File: config.mk
export PLATFORM = sky130hd
export DESIGN_NAME = ght_ram
export DESIGN_NICKNAME = d
export VERILOG_FILES = /design/src/hw/rtl/generational_handle_table_macros.svh /design/src/hw/rtl/ght_ram.sv
export SDC_FILE = /design/constraint.sdc
export NUM_CORES = 2
export LEC_CHECK = 0
export BUFFER_PORTS_ARGS = -buffer_cell sky130_fd_sc_hd__buf_2
export CAP_MARGIN = 20
export CORE_ASPECT_RATIO = 0.5
export CORE_MARGIN = 2
export CORE_UTILIZATION = 45
export CTS_CLUSTER_DIAMETER = 30
export DETAILED_ROUTE_END_ITERATION = 6
export GPL_TIMING_DRIVEN = 1
export MAX_ROUTING_LAYER = met4
export PLACE_DENSITY = 0.64
export SLEW_MARGIN = 40
export SYNTH_ARGS = -nofsm -noshare
export SYNTH_HDL_FRONTEND = slang
export SYNTH_SLANG_ARGS = --single-unit
File: constraint.sdc
create_clock -name clk -period 2.4 [get_ports clk]
set_input_delay 0.36 -clock clk [delete_from_list [all_inputs] [get_ports clk]]
set_output_delay 0.36 -clock clk [all_outputs]
set_load 0.005 [all_outputs]
File: src/hw/rtl/generational_handle_table_macros.svh
// assertion macros for the handle table
`ifndef GENERATIONAL_HANDLE_TABLE_MACROS_SVH
`define GENERATIONAL_HANDLE_TABLE_MACROS_SVH

`ifndef SYNTHESIS
`define GHT_ASSERT(lbl, clk, rst_n, expr) \
    lbl: assert property (@(posedge clk) disable iff (!rst_n) (expr)) \
        else $error("handle table check failed");
`define GHT_ASSERT_NEXT(lbl, clk, rst_n, cause, effect) \
    lbl: assert property (@(posedge clk) disable iff (!rst_n) (cause) |=> (effect)) \
        else $error("handle table sequencing check failed");
`else
`define GHT_ASSERT(lbl, clk, rst_n, expr)
`define GHT_ASSERT_NEXT(lbl, clk, rst_n, cause, effect)
`endif

`endif

File: src/hw/rtl/ght_ram.sv
`timescale 1ns / 1ps

module ght_ram #(
    parameter int WIDTH = 16,
    parameter int DEPTH = 256
) (
    input  logic                     clk,
    input  logic                     we,
    input  logic [$clog2(DEPTH)-1:0] waddr,
    input  logic [WIDTH-1:0]         wdata,
    input  logic                     re,
    input  logic [$clog2(DEPTH)-1:0] raddr,
    output logic [WIDTH-1:0]         rdata
);

    logic [WIDTH-1:0] mem [DEPTH];
    logic [WIDTH-1:0] rdata_reg;

    always_ff @(posedge clk)
    begin
        if (we)
        begin
            mem[waddr] <= wdata;
        end
        if (re)
        begin
            rdata_reg <= mem[raddr];
        end
    end

    assign rdata = rdata_reg;

endmodule
=== After elaboration in Yosys (flattened, before gate mapping) ===
Memory sizes are Yosys's and may differ from the RTL's. A register that Yosys moved wholly into a read port is not among the register bits.
Cells that the tools add are included.

* Mux-type cells: 2

{| class="wikitable"
|+ Operator list
! operator !! count
|-
| 2-to-1 mux 1 bit || 2
|}

* RAM bits: 4096
* Word-level logic and storage cells: 3
* Output and inout bits: 16
* Register bits after elaboration: 0
* Memories: 1

{| class="wikitable"
|+ Memory list
! memory !! depth !! width !! rd ports !! clocked after Yosys merged registers in !! wr ports !! RTL line !! text
|-
| mem || 256 || 16 || 1 || 1 || 1 || ght_ram.sv:16 || <nowiki>logic [WIDTH-1:0] mem [DEPTH];</nowiki>
|}

=== Longest topological paths before layout ===
* Depth in word-level cells: 2
* Gate-level depth with buffers: 12
* Depth with buffers taken out: 6

=== Least setup slack after synthesis ===
No wires, ideal clock.

* Kind: input-to-reg
* From: in raddr[0]
* To: reg rdata_reg[4], in the netlist rdata[4] (read register of mem) (data pin)
* Stages on the path: 8
* Data arrival time: 2344 ps
* Setup slack: -209 ps
* Path buffers: 3
* Cell sequence: buf_6 -> buf_6 -> buf_2 -> mux4_2 -> mux4_2 -> a22o_1 -> o32ai_2 -> nor4_2

{| class="wikitable"
|+ RTL lines
! what !! RTL line !! text
|-
| start: declaration || ght_ram.sv:12 || <nowiki>input logic [$clog2(DEPTH)-1:0] raddr,</nowiki>
|-
| end: declaration || ght_ram.sv:17 || <nowiki>logic [WIDTH-1:0] rdata_reg;</nowiki>
|}

==> qor.txt <==
tightest hold margin -> 0.2541 ns
first-pass GRT wire length -> 618300 um
Synth Register Bits -> 4112
async set or reset register ratio after synthesis -> 0%
DIE AREA -> 0.3581 sq mm
WP data required -> 3.16 ns
max reg flops -> 4096
largest net degree at the start of global routing -> 101
CP startpoint -> raddr[1]
number of global-route vias before repair -> 82350
Tot Pwr -> 168.4 mW
least setup slack across all paths after layout -> -0.1967 ns
# DRC -> 0
result of the run -> complete, but fails checks
global route total overflow -> 0
Crit path arrival time -> 3.36 ns
worst hold path startpoint -> waddr[1]
synthesized netlist net count -> 7395
post-route non-filler standard cell count -> 13790
post-route antenna net violation count -> 0
mean area per synthesized cell -> 21.59 sq um
leak pwr -> 64.15 nW
TritonCTS buffer count -> 524
vertical die dimension -> 424.2 um
worst slack at placement -> -1.360 ns
count of endpoints failing hold in the final timing report -> 0
number of cell rows -> 154
Finished Core Util -> 55.61%
Worst setup EP type -> register
time the worst path needs with I/O delays and setup -> 2.597 ns
setup repair after global routing missed its margin -> yes
DRC marker count from the first detailed-route iteration -> 11820
initial antenna violation count -> 21
most used standard cells in the synthesized netlist -> sky130_fd_sc_hd__edfxtp_1 (4112), sky130_fd_sc_hd__mux4_2 (797), sky130_fd_sc_hd__mux2i_1 (565)
share of synthesized area occupied by flip-flops and latches -> 77.72%
HPWL after detailed placement -> 273400 um
clock tree from TritonCTS -> yes
1st-pass router iterations -> 6
top cells by area in the synthesized netlist -> sky130_fd_sc_hd__edfxtp_1 (78%), sky130_fd_sc_hd__mux4_2 (11%), sky130_fd_sc_hd__mux2i_1 (3.6%), sky130_fd_sc_hd__o221ai_1 (1.4%), sky130_fd_sc_hd__nor2_1 (0.72%)
top achievable clock speed -> 385.1 MHz
total detailed-routing wirelength -> 436000 um
via/cell ratio -> 6.073
Port Buffers -> 50
worst setup path endpoint -> rdata[4]$_DFFE_PP_
list of cells traversed by the critical path -> buf_8, buf_12, or2_4, buf_12, buf_4, o221ai_1, o22ai_1, a21oi_1, or4b_1, nor4_4
hold crit path type -> in -> reg
leading register cell type out of synthesis -> sky130_fd_sc_hd__edfxtp_1
top fanout value on the critical path -> 10
final setup violation count -> 15
core outline area -> 0.3518 sq mm
Final period util -> 108.2%
number of library cell types mapped by synthesis -> 51
actual transition at the worst max-transition pin -> 0.8009 ns
cell type of the slowest stage on the worst timing path -> sky130_fd_sc_hd__a21oi_1
worst flop-to-flop path startpoint -> mem[23][4]$_DFFE_PP_
Register-to-Register Path Depth -> 6
top-level port count -> 51
worst reg2reg endpoint -> rdata[4]$_DFFE_PP_
count of nets after finishing -> 8720
total power density per cell area -> 860.6 mW/mm^2
gate count of the mapped netlist -> 7360
average wire length per cell after detail routing -> 31.61 um
count of clock tree sinks -> 4112
remaining max-slew budget at the tightest pin -> 46.61%
CTS clock-pin slew for the worst setup and hold paths -> 0.06 ns
width of the die -> 844.3 um
area leader, netlist -> sky130_fd_sc_hd__edfxtp_1
final estimated routing congestion in global placement -> 0.8953
synthesized cell area -> 0.1589 sq mm
crit start category -> input pin
Worst-Skew Late Latency -> 0.93 ns
max_cap viols -> 0
Layout area overhead -> 23.15%
clock tree skew after final layout -> 0.04541 ns
worst setup path category -> in -> reg
all-layer global routing usage -> 24.69%
most used standard cell by instance count after synthesis -> sky130_fd_sc_hd__edfxtp_1
count of flip-flops with a built-in enable after synthesis -> 4112
dpl cells -> 12820
clk buf depth -> 4
root buf cell -> sky130_fd_sc_hd__clkbuf_16
stage delay of the slowest cell on the critical path -> 0.67 ns
initial standard-cell utilization of the core -> 45.16%
Yosys top cell area share -> 77.72%
number of synthesis warnings -> 0
routed vias -> 83760
violations in the final reports -> negative setup slack
Max IR drop VDD -> 0.5905 mV
flop2flop setup slack -> -0.19 ns
crit-path most repeated cell -> sky130_fd_sc_hd__buf_12
final number of max-transition violations -> 0
CTS H-tree depth -> 6
fraction of layout cells with a size suffix above 1 -> 34.56%
## logic make-up after synthesis
kind of cell | count (synthesis) | synth area share (%)
DFF | 4112 | 77.72
muxes | 1450 | 15.48
AOI/OAI and AO/OA | 786 | 3.534
and+or+nand+nor | 556 | 1.573
buffers and inverters | 456 | 1.692
## where the power goes
group / switching [mW] / internal (mW) / leakage, nW
Combinational: 5.39 / 3.65 / 18.6
Sequential: 0.110 / 79.2 / 37.0
Clock: 31.3 / 48.7 / 8.60
Total: 36.8 / 132 / 64.1
## through the flow
stage	area, sq um	setup TNS (ns)
finish	195700	-1.206
global route	195600	-1.852
CTS	195300	-1.507
detailed placement	176600	-18.37
global placement	176500	-18.71
floorplan	159200	-199.67
## routing by layer
| layer | vias up | share of wire (%) | GRT usage (%) |
|---|---|---|---|
| met5 | - | 0 | - |
| met4 | 0 | 3.3 | 7.305 |
| li1 | 34200 | - | - |
| met1 | 44400 | 41 | 35.28 |
| met3 | 700 | 9.7 | 4.365 |
| met2 | 4465 | 46 | 36.87 |
## cell type report
class	instances	area (sq um)
Antenna cell	15	37.54
Clock buffer	579	13660
Clock inverter	359	4197
Fill cell	25710	156200
Inverter	4	27.53
Multi-Input combinational cell	2792	33860
Sequential cell	4112	123500
Tap cell	4680	5856
Timing Repair Buffer	1251	14540
## worst max-delay path: cells and delay by family
| family | cells | cell delay [ns] |
|---|---|---|
| buffers and inverters | 4 | 0.67 |
| AO/OA/AOI/OAI | 3 | 1.16 |
| AND/OR/NAND/NOR | 3 | 1.13 |
## worst min-delay path by stage
stage / endpoint / slack, ns / depth (start not counted)
3_3_place_gp: mem[91][6]$_DFFE_PP_ / 0.76 / 1
2_1_floorplan: mem[0][0]$_DFFE_PP_ / 0.46 / 0
5_1_grt: mem[203][6]$_DFFE_PP_ / 0.25 / 4
6_report: mem[163][5]$_DFFE_PP_ / 0.25 / 4
4_1_cts: mem[163][1]$_DFFE_PP_ / 0.18 / 4
3_5_place_dp: mem[91][6]$_DFFE_PP_ / 0.76 / 1
## timing repair
| item | CTS | global route |
|---|---|---|
| setup endpoints to repair | 16 | 16 |
| buffers inserted | 12 | 0 |
| endpoints found under the hold margin | 765 | 0 |
| cloned | 1 | 1 |
| hold buffers | 17 | 0 |
| resized for setup | 109 | 40 |
| pin swaps | 35 | 13 |
## cell usage in the layout, fill, tap and decap left out, types with 17 or more instances in the layout
master,instances
sky130_fd_sc_hd__buf_4,776
sky130_fd_sc_hd__nor2_1,245
sky130_fd_sc_hd__dlygate4sd3_1,17
sky130_fd_sc_hd__nor3_1,82
sky130_fd_sc_hd__buf_12,389
sky130_fd_sc_hd__clkinv_1,58
sky130_fd_sc_hd__clkinvlp_4,49
sky130_fd_sc_hd__o22ai_1,148
sky130_fd_sc_hd__clkinv_4,37
sky130_fd_sc_hd__nand2_1,37
sky130_fd_sc_hd__bufinv_16,65
sky130_fd_sc_hd__buf_2,30
sky130_fd_sc_hd__mux4_2,797
sky130_fd_sc_hd__clkinv_2,62
sky130_fd_sc_hd__edfxtp_1,4112
sky130_fd_sc_hd__clkbuf_16,541
sky130_fd_sc_hd__a22oi_1,41
sky130_fd_sc_hd__clkbuf_1,39
sky130_fd_sc_hd__o21ai_0,36
sky130_fd_sc_hd__inv_6,61
sky130_fd_sc_hd__mux2_2,80
sky130_fd_sc_hd__nor2_2,58
sky130_fd_sc_hd__nand3_1,21
sky130_fd_sc_hd__a22o_4,17
sky130_fd_sc_hd__buf_8,18
sky130_fd_sc_hd__o221ai_1,252
sky130_fd_sc_hd__mux2i_1,565
sky130_fd_sc_hd__a211oi_1,18
sky130_fd_sc_hd__a21oi_1,172
sky130_fd_sc_hd__nand4_1,26
Note: power is estimated with default switching activity, not from simulation.
